`src/hw/rtl/gapf_ram.sv`:
```
// ----------------------------------------------------------------------------
// gapf_ram: generic simple dual-port RAM
// One write port, one read port, read data registered (old data on collision).
// ----------------------------------------------------------------------------
`default_nettype none

module gapf_ram #(
  parameter int WIDTH = 8,
  parameter int DEPTH = 16
) (
  input  logic                     clk,
  input  logic                     wr_en,
  input  logic [$clog2(DEPTH)-1:0] wr_addr,
  input  logic [WIDTH-1:0]         wr_data,
  input  logic [$clog2(DEPTH)-1:0] rd_addr,
  output logic [WIDTH-1:0]         rd_data
);

  logic [WIDTH-1:0] mem [DEPTH];

  always_ff @(posedge clk) begin
    if (wr_en) begin
      mem[wr_addr] <= wr_data;
    end
    rd_data <= mem[rd_addr];
  end

endmodule

`default_nettype wire

```
`config.mk`:
```
export PLATFORM = sky130hd
export DESIGN_NAME = gapf_ram
export DESIGN_NICKNAME = d
export VERILOG_FILES = /design/src/hw/rtl/gapf_ram.sv
export SDC_FILE = /design/constraint.sdc
export NUM_CORES = 1
export LEC_CHECK = 0
export BUFFER_PORTS_ARGS = -buffer_cell sky130_fd_sc_hd__buf_2
export CAP_MARGIN = 20
export CORE_MARGIN = 3
export CORE_UTILIZATION = 45
export CTS_CLUSTER_DIAMETER = 50
export CTS_CLUSTER_SIZE = 14
export DETAILED_ROUTE_END_ITERATION = 8
export SYNTH_ARGS = -nofsm -noshare
export SYNTH_HDL_FRONTEND = slang
export SYNTH_SLANG_ARGS = --single-unit
```
`constraint.sdc`:
```
create_clock -name clk -period 1.7 [get_ports clk]
set_input_delay 0.255 -clock clk [delete_from_list [all_inputs] [get_ports clk]]
set_output_delay 0.255 -clock clk [all_outputs]
set_load 0.03 [all_outputs]
```
# Word level (Yosys, flattened, before mapping)
# Memory sizes are Yosys's and may differ from the RTL's. A register that Yosys moved wholly into a read port is not among the register bits.
# Cells that the tools add are included.
# totals
ff_bits,0
mem_count,1
word_cells,3
in_bits,18
ramBits,128
# memory_table
name,words,word_bits,rd,rd_clocked_by_memory_dff,wr,line_no,text
mem,16,8,1,1,1,19,logic [WIDTH-1:0] mem [DEPTH];
# classes
mux,2
# ops
op,n
$mux 1,2

# Logic depth before layout (Yosys ltp)
# Gate-level depths: netlist (run 1).
# logic_depth
depth_word,2
mapped_depth,5
depth_no_buf,3

# Worst setup path before layout (run 1)
# OpenSTA, ideal clock, no wires.
# synth_timing
path_kind,input to register
from,input wr_addr[2]
to,"memory mem[0][0], enable pin"
slack_ns,-0.048
cell_stages,2
arrival_time_ns,1.365
path_cell_list,or3b_2 nor3_1
# synth_lines
item,line_no,text
start: declaration,13,"input logic [$clog2(DEPTH)-1:0] wr_addr,"
end: declaration,19,
# Straight into the memory's write port.

==> impl_metrics.toml, run 1 <==
[clock_tree]
clkTransAtPathRegs_ns = 0.06
cts_hold_repair.buffers = 0
clock_tree.htree_level_count = 4
clk_path_buf_depth = 2
cts.sink_count = 136
post-cts-setup-buffers = 0
cts-root-buf = "sky130_fd_sc_hd__clkbuf_16"
tritoncts = "yes"
cts_made_buffers = 17
cts.repair.resized = 0
clk_latency_ns = 0.41

[synth]
synth_register_bits = 136
synth_area_leaders = "sky130_fd_sc_hd__edfxtp_1 75%, sky130_fd_sc_hd__mux4_2 7.9%, sky130_fd_sc_hd__mux4_1 7.1%"
yosysTopAreaCellShare = 0.747
synth_largest_area_cell = "sky130_fd_sc_hd__edfxtp_1"
asyncSetResetFlopFracSynth = 0
yosys.cell_count.top_type = "sky130_fd_sc_hd__edfxtp_1"
syn_avg_cell_area_um2 = 22.5
synthCells = 229
synth_ff_type = "sky130_fd_sc_hd__edfxtp_1"
ys_warn_count = 0
synth.cells.most_frequent = "128 x sky130_fd_sc_hd__edfxtp_1, 18 x sky130_fd_sc_hd__mux4_2, 16 x sky130_fd_sc_hd__a22oi_1"
syn-num-nets = 247
syn_area_um2 = 5150
synth.distinct_cells = 19
yosysSeqAreaShare = 0.778
synth_enable_flop_cells = 128

[placement]
gp_routability_congestion = 0.772
io_buffer_count = 25
placement.cell_area_um2 = 5580
post-place-cells = 408
dp.final_hpwl_um = 6170

[routing]
avgRoutedWirePerCell_um = 21.7
drtPass1Iterations = 4
routed_via_density = 5.53
drc_violations = 0
ant_nets = 0
drt_iter0_markers = 152
vias = 2435
drt-total-wl_um = 9570

[cells_and_area]
design_area_um2 = 6160
num_antenna_cells = 0
finish.cell_count_without_fillers = 440
drive_gt1_frac = 0.330
layout_area_overhead_pct = 19.7
finish.net_count = 305

[global_routing]
grt_antenna_before_repair = 0
grtUsageTotal = 0.164
vias_in_the_first_global_route = 2521
grt_max_degree = 33
overflow = 0
wire_length_of_the_first_global_routing_pass_um = 14900

[floorplan]
rows = 38
io-pin-count = 26
area_of_the_core_region_um2 = 11000
die_x_um = 113
die_area_um2 = 12800
initial_core_util = 0.467
dieHeight_um = 113

[pwr]
irDropWorstVdd_v = 0.000612
power-per-cell-area_nw_per_um2 = 1240
p_leak_nw = 2.11

[worst_setup_path]
timing.rr.end = "rd_data[0]"
worst_path_class_setup = "reg -> reg"
setup.worst_path.end = "rd_data[0]"
r2r_cells = 3
worst-r2r-setup-slack_ns = 0.32
cp_max_fo = 1
setup.worst_path.end_class = "flop"
cp.arrival_ns = 1.66
required_ns = 1.98
worstSetupStartpoint = "mem[0][0]"
worst_setup_path_start_kind = "flop"
worstReg2RegStart = "mem[0][0]"

[timing]
timing.setup.tns_ns = 0
grt_setup_unrepaired = "false"
final_min_period_over_clock_period = 0.811
timing.final.setup_violations = 0
hold_violations = 0
fmax_ghz = 0.725
layout_min_cycle_time_ns = 1.38
tightest_slew_ns = 0.782
max_slew_vio_count = 0
slew_headroom = 0.478
worst_clock_skew_ns = 0.0143

[min_path]
min-delay-path-class = "in -> reg"

[outcome]
outcome = "finished clean"

[job]
maxCapViolations = 0
[layout make-up]
type / instances / area (um^2)
Timing Repair Buffer: 49 / 343
Clock inverter: 15 / 153
Tap cell: 140 / 175
Clock buffer: 17 / 425
Sequential cell: 136 / 4000
Multi-Input combinational cell: 83 / 1060
Fill cell: 843 / 4870
[cells in the final DEF, fill, tap and decap left out]
cell type	n
sky130_fd_sc_hd__clkinv_2	2
sky130_fd_sc_hd__nand2b_1	2
sky130_fd_sc_hd__buf_12	3
sky130_fd_sc_hd__clkinv_4	4
sky130_fd_sc_hd__bufinv_16	2
sky130_fd_sc_hd__a22oi_1	16
sky130_fd_sc_hd__clkinv_1	2
sky130_fd_sc_hd__edfxtp_1	128
sky130_fd_sc_hd__clkinvlp_4	3
sky130_fd_sc_hd__and2_1	1
sky130_fd_sc_hd__nand3_1	1
sky130_fd_sc_hd__inv_6	2
sky130_fd_sc_hd__or3b_2	1
sky130_fd_sc_hd__buf_4	21
sky130_fd_sc_hd__mux4_2	18
sky130_fd_sc_hd__buf_2	25
sky130_fd_sc_hd__dfxtp_1	8
sky130_fd_sc_hd__nand2_1	9
sky130_fd_sc_hd__nand3b_1	2
sky130_fd_sc_hd__clkbuf_16	17
sky130_fd_sc_hd__nor2b_1	1
sky130_fd_sc_hd__and2b_1	1
sky130_fd_sc_hd__nor3_1	3
sky130_fd_sc_hd__nor2_1	13
sky130_fd_sc_hd__mux4_1	14
sky130_fd_sc_hd__nor3_2	1
[critical path: stages (launching register included)]
cell	delay, ns
sky130_fd_sc_hd__edfxtp_1	0.37
sky130_fd_sc_hd__mux4_1	0.50
sky130_fd_sc_hd__a22oi_1	0.29
sky130_fd_sc_hd__nand2_1	0.09
[worst min-delay path by stage]
stage,depth (start not counted),endpoint,start
detailed placement,1,mem[3][6],wr_data[6]
global placement,1,mem[13][2],wr_data[2]
CTS,1,mem[1][6],wr_data[6]
finish,1,mem[1][6],wr_data[6]
global route,1,mem[1][6],wr_data[6]
floorplan,0,mem[0][0],wr_data[0]
[stage by stage]
step	hold slack [ns]	worst slack, ns	util	total power [mW]
3_5_place_dp	0.644	-0.0362	0.506	4.24
6_report	0.226	0.321	0.559	7.65
2_1_floorplan	0.354	0.179	-	4.07
5_1_grt	0.228	0.260	0.559	7.93
3_3_place_gp	0.644	-0.0385	0.506	4.23
4_1_cts	0.213	0.314	0.559	7.73
[logic make-up after synthesis]
kind of cell | synth area share
flip-flops | 0.778
AND/OR/NAND/NOR | 0.0318
multiplexers | 0.150
buffers and inverters | 0.0168
AO/OA/AOI/OAI | 0.0233
[where the power goes]
part           internal (mW)  total (mW)  switching (mW)
Sequential              3.75        3.77          0.0185
Clock                   2.16        3.49            1.34
Combinational          0.158       0.389           0.231
Total                   6.06        7.65            1.59
[metal layers]
metal	up-vias	routed length, um	global-route usage
li1	1100	-	-
met1	1263	4300	0.235
met2	65	4650	0.244
met3	7	507	0.0390
met4	0	114	0.0681
met5	-	0	0
[registers in the layout, indices dropped and copies added (netlist names)]
register,flops
mem,128
rd_data,8
Power figures use the tool's default switching activity.
==> inputs of run 2 (changes only) <==
clock period = 1.4 ns   (was 1.7 ns; I/O delays follow)
==> run 2 against run 1 <==
  * Highest routed layer unchanged
  * Routed wire length up 3.8%
  * Maximum frequency up 1.7%
  * Power up 21%
  * Sequential power up 21%
  * Critical endpoint is now rd_data[5]
  * Final cell count up 2.3%
==> impl_metrics.toml, run 2 (same netlist as run 1, synthesis figures left out) <==
[outcome]
outcome = "finished clean"

[global_routing]
top_usage_layer = "met1"
grt.met2_usage = 0.248
grt_max_degree = 23
vias_in_the_first_global_route = 2542
grtUsageTotal = 0.173
grt_antenna_before_repair = 0
global_route.usage.met1 = 0.256
overflow = 0
wire_length_of_the_first_global_routing_pass_um = 15600
global_route_met3_utilization = 0.0578

[routing]
vias = 2465
drtPass1Iterations = 5
ant_nets = 0
drc_violations = 0
routed_via_density = 5.48
drt-total-wl_um = 9930
avgRoutedWirePerCell_um = 22.1
drt_iter0_markers = 235

[timing]
fmax_ghz = 0.737
layout_min_cycle_time_ns = 1.36
grt_setup_unrepaired = "false"
slew_headroom = 0.422
worst_clock_skew_ns = 0.00795
final_min_period_over_clock_period = 0.969
tightest_slew_ns = 0.864
hold_violations = 0
finalWorstSetupSlack_ns = 0.0436
max_slew_vio_count = 0
timing.final.setup_violations = 0

[clock_tree]
cts_made_buffers = 17
cts-root-buf = "sky130_fd_sc_hd__clkbuf_16"
cts.sink_count = 136
clk_latency_ns = 0.41
post-cts-setup-buffers = 0
clk_path_buf_depth = 2
tritoncts = "yes"
clock_tree.htree_level_count = 4
clkTransAtPathRegs_ns = 0.05

[worst_setup_path]
worst-r2r-setup-slack_ns = 0.04
worst_setup_path_start_kind = "flop"
required_ns = 1.69
cp.arrival_ns = 1.64
setup.worst_path.end_class = "flop"
worst_path_class_setup = "reg -> reg"
cp_max_fo = 1

[pwr]
power-per-cell-area_nw_per_um2 = 1480
p_leak_nw = 2.15
irDropWorstVdd_v = 0.000753

[placement]
post-place-cells = 418
io_buffer_count = 25
gp_routability_congestion = 0.717
dp.final_hpwl_um = 6480
pre_cts_ws_ns = -0.398

[cells_and_area]
biggestRegsByFlops = "mem: 128 flops, rd_data: 8 flops"
drive_gt1_frac = 0.374
largest_reg_flops = 128
layout_area_overhead_pct = 21.2
finish.cell_count_without_fillers = 450
final_cell_mix = "128 x sky130_fd_sc_hd__edfxtp_1, 32 x sky130_fd_sc_hd__buf_4, 25 x sky130_fd_sc_hd__buf_2"
max_flop_register = "mem"
finish.net_count = 315
layout_commonest_cell = "sky130_fd_sc_hd__edfxtp_1"
num_antenna_cells = 0
utilization = 0.565

[floorplan]
initial_core_util = 0.467
io-pin-count = 26
dieHeight_um = 113
die_x_um = 113
area_of_the_core_region_um2 = 11000
die_area_um2 = 12800
rows = 38

[job]
maxCapViolations = 0

[min_path]
min-delay-path-class = "in -> reg"
[run 2: cell count changes in the layout (fill, tap and decap cells not counted), moves of 2 or more]
cell                       delta
sky130_fd_sc_hd__buf_4       +11
sky130_fd_sc_hd__a22oi_1      -3
sky130_fd_sc_hd__a22oi_2      +3
sky130_fd_sc_hd__clkbuf_8     +3
sky130_fd_sc_hd__clkinv_1     -2
sky130_fd_sc_hd__clkinv_2     +2
sky130_fd_sc_hd__clkinv_4     -2
sky130_fd_sc_hd__nor3_1       -2
sky130_fd_sc_hd__nor3_2       +2
[run 2: worst paths after layout]
path / start / to / cells after the start
hold / removal: wr_data[5] / mem[6][5] / 1
setup reg to reg: mem[1][5] / rd_data[5] / 3
hold reg to reg: mem[14][2] / rd_data[2] / 3
setup / recovery: mem[1][5] / rd_data[5] / 3
[run 2: power by group]
part,internal [mW],switching [mW],leakage (nW)
combinational,0.210,0.303,0.654
sequential,4.55,0.0211,1.22
clock,2.58,1.60,0.275
total,7.34,1.92,2.15
[run 2: routing by layer]
layer,wire (um),share of wire
met2,4640,0.47
met1,4790,0.48
met4,108,0.011
met5,0,0
met3,391,0.039
[run 2: critical path, cell delays in order, from the launching register on]
cell,delay (ns)
sky130_fd_sc_hd__edfxtp_1,0.35
sky130_fd_sc_hd__mux4_1,0.52
sky130_fd_sc_hd__a22oi_1,0.25
sky130_fd_sc_hd__nand2_1,0.11
[run 2: repair_timing]
item                       CTS  global route
setup endpoints to repair    2             2
hold endpoints to repair     0             0
pin swaps                    0             0
hold buffers                 0             0
gates resized for setup      2             2
[run 2: final cells by class]
type                    count  area (um^2)
flip-flops and latches    136         4000
multi-input cells          83         1080
well taps                 140          175
repair buffers             59          405
clock buffers              21          470
clock inverters            11         98.8
fillers                   839         4790
[run 2: per-stage QoR]
stage	hold WS (ns)	total power, mW	TNS (ns)	area [um^2]
floorplan	0.309	4.94	-2.30	5160
global placement	0.598	5.17	-4.56	5660
detailed placement	0.611	5.18	-4.56	5660
CTS	0.168	9.34	0	6240
global route	0.178	9.57	0	6240
finish	0.181	9.26	0	6240
==> inputs of run 3 (changes only) <==
RECOVER_POWER = 25   (was unset)
REMOVE_ABC_BUFFERS = 1   (was unset)
SLEW_MARGIN = 25   (was unset)
==> run 3 against run 2 <==
  * Final cell count decreased by 0.67%
  * Combinational power decreased by 4.1%
  * Non-clock buffer count decreased by 2
  * Hold slack improved by 0.028 ns
  * Register-to-register slack got worse by 0.03 ns
==> impl_metrics.toml, run 3 (same netlist as run 1, synthesis figures left out) <==
[floorplan]
dieHeight_um = 113
die_x_um = 113
area_of_the_core_region_um2 = 11000
die_area_um2 = 12800
initial_core_util = 0.467
rows = 38
io-pin-count = 26

[cells_and_area]
max_flop_register = "mem"
drive_gt1_frac = 0.316
num_antenna_cells = 0
layout_commonest_cell = "sky130_fd_sc_hd__edfxtp_1"
final_cell_mix = "128 x sky130_fd_sc_hd__edfxtp_1, 29 x sky130_fd_sc_hd__buf_4, 19 x sky130_fd_sc_hd__buf_2"
biggestRegsByFlops = "mem: 128 flops, rd_data: 8 flops"
largest_reg_flops = 128
finish.net_count = 313
layout_area_overhead_pct = 20.2

[pwr]
power-per-cell-area_nw_per_um2 = 1490
irDropWorstVdd_v = 0.000707
clock_power_share = 0.450
p_leak_nw = 2.13
finalPower_mw = 9.22
p_switching_mw = 1.82
netSwitchingFraction = 0.197
share_seq_of_total_power = 0.497
internal-power_mw = 7.40
comb_power_share = 0.053

[worst_setup_path]
worst-path-buf-inv = 0
critical-path-top-delay-family = "multiplexers"
critical_path.cell_chain = "mux4_1, a22oi_1, nand2_1"
required_ns = 1.69
crit_slowest_cell = "sky130_fd_sc_hd__mux4_1"
worst_path_class_setup = "reg -> reg"
worst_setup_path_start_kind = "flop"
cpPeakStageDelay_ns = 0.51
cp.arrival_ns = 1.67
setup.worst_path.end_class = "flop"
cp_max_fo = 1

[routing]
avgRoutedWirePerCell_um = 22.1
drt_iter0_markers = 181
drtPass1Iterations = 4
vias = 2472
ant_nets = 0
drc_violations = 0
drt-total-wl_um = 9870
routed_via_density = 5.53

[global_routing]
wire_length_of_the_first_global_routing_pass_um = 15500
vias_in_the_first_global_route = 2581
grt_antenna_before_repair = 0
grt_max_degree = 27
overflow = 0
grtUsageTotal = 0.171

[timing]
hold_slack_ns = 0.208
fmax_ghz = 0.721
timing.final.setup_violations = 0
finalWorstSetupSlack_ns = 0.0137
worst_clock_skew_ns = 0.00463
tightest_slew_ns = 0.795
hold_violations = 0
layout_min_cycle_time_ns = 1.39
slew_headroom = 0.469
timing.setup.tns_ns = 0
final_min_period_over_clock_period = 0.990
grt_setup_unrepaired = "false"
max_slew_vio_count = 0

[outcome]
outcome = "finished clean"

[clock_tree]
clk_path_buf_depth = 2
cts.sink_count = 136
cts.repair.resized = 0
clk_latency_ns = 0.40
tritoncts = "yes"
cts-root-buf = "sky130_fd_sc_hd__clkbuf_16"
clkTransAtPathRegs_ns = 0.05
clock_tree.htree_level_count = 4
cts_hold_repair.buffers = 0
cts_made_buffers = 17
post-cts-setup-buffers = 0

[placement]
io_buffer_count = 25
dp.final_hpwl_um = 6390
gp_routability_congestion = 0.764
pre_cts_ws_ns = -0.279

[min_path]
min-delay-path-class = "in -> reg"

[job]
maxCapViolations = 0
run 3: changes by cell type in the layout (fill, tap and decap cells not counted), sizes merged:
cell	previous run	this run
bufinv	1	2
clkbuf	21	28
buf	59	51
clkinvlp	3	1
inv	1	0
run 3: metrics by stage:
stage	std cells	util	instance area [um^2]
2_1_floorplan	219	-	5060
3_3_place_gp	416	0.511	5640
3_5_place_dp	416	0.511	5640
4_1_cts	447	0.562	6190
5_1_grt	447	0.561	6190
6_report	447	0.561	6190
run 3: power by group through the flow:
stage	registers [mW]	logic [mW]	clock network, mW
finish	4.58	0.492	4.15
global route	4.59	0.533	4.40
CTS	4.58	0.504	4.22
detailed placement	4.66	0.503	0
global placement	4.66	0.496	0
floorplan	4.71	0.182	0
run 3: routing by layer:
layer / vias to the layer above / global-route usage / wire, um
met4: 0 / 0.0689 / 180
met2: 75 / 0.257 / 4850
met3: 15 / 0.0422 / 581
met5: - / 0 / 0
met1: 1279 / 0.242 / 4260
li1: 1103 / - / -
run 3: layout make-up:
| class | instances | area, um^2 |
|---|---|---|
| fill | 841 | 4840 |
| clock buffer | 22 | 454 |
| sequential | 136 | 4000 |
| tap | 140 | 175 |
| clock inverter | 9 | 101 |
| multi-input combinational | 83 | 1060 |
| timing repair buffer | 57 | 395 |
run 3: worst paths after layout:
path | cells past startpoint | to | from | slack, ns
setup / recovery | 3 | rd_data[3] | mem[1][3] | 0.01
hold / removal | 1 | mem[11][3] | wr_data[3] | 0.21
setup reg to reg | 3 | rd_data[3] | mem[1][3] | 0.01
hold reg to reg | 3 | rd_data[2] | mem[14][2] | 0.67
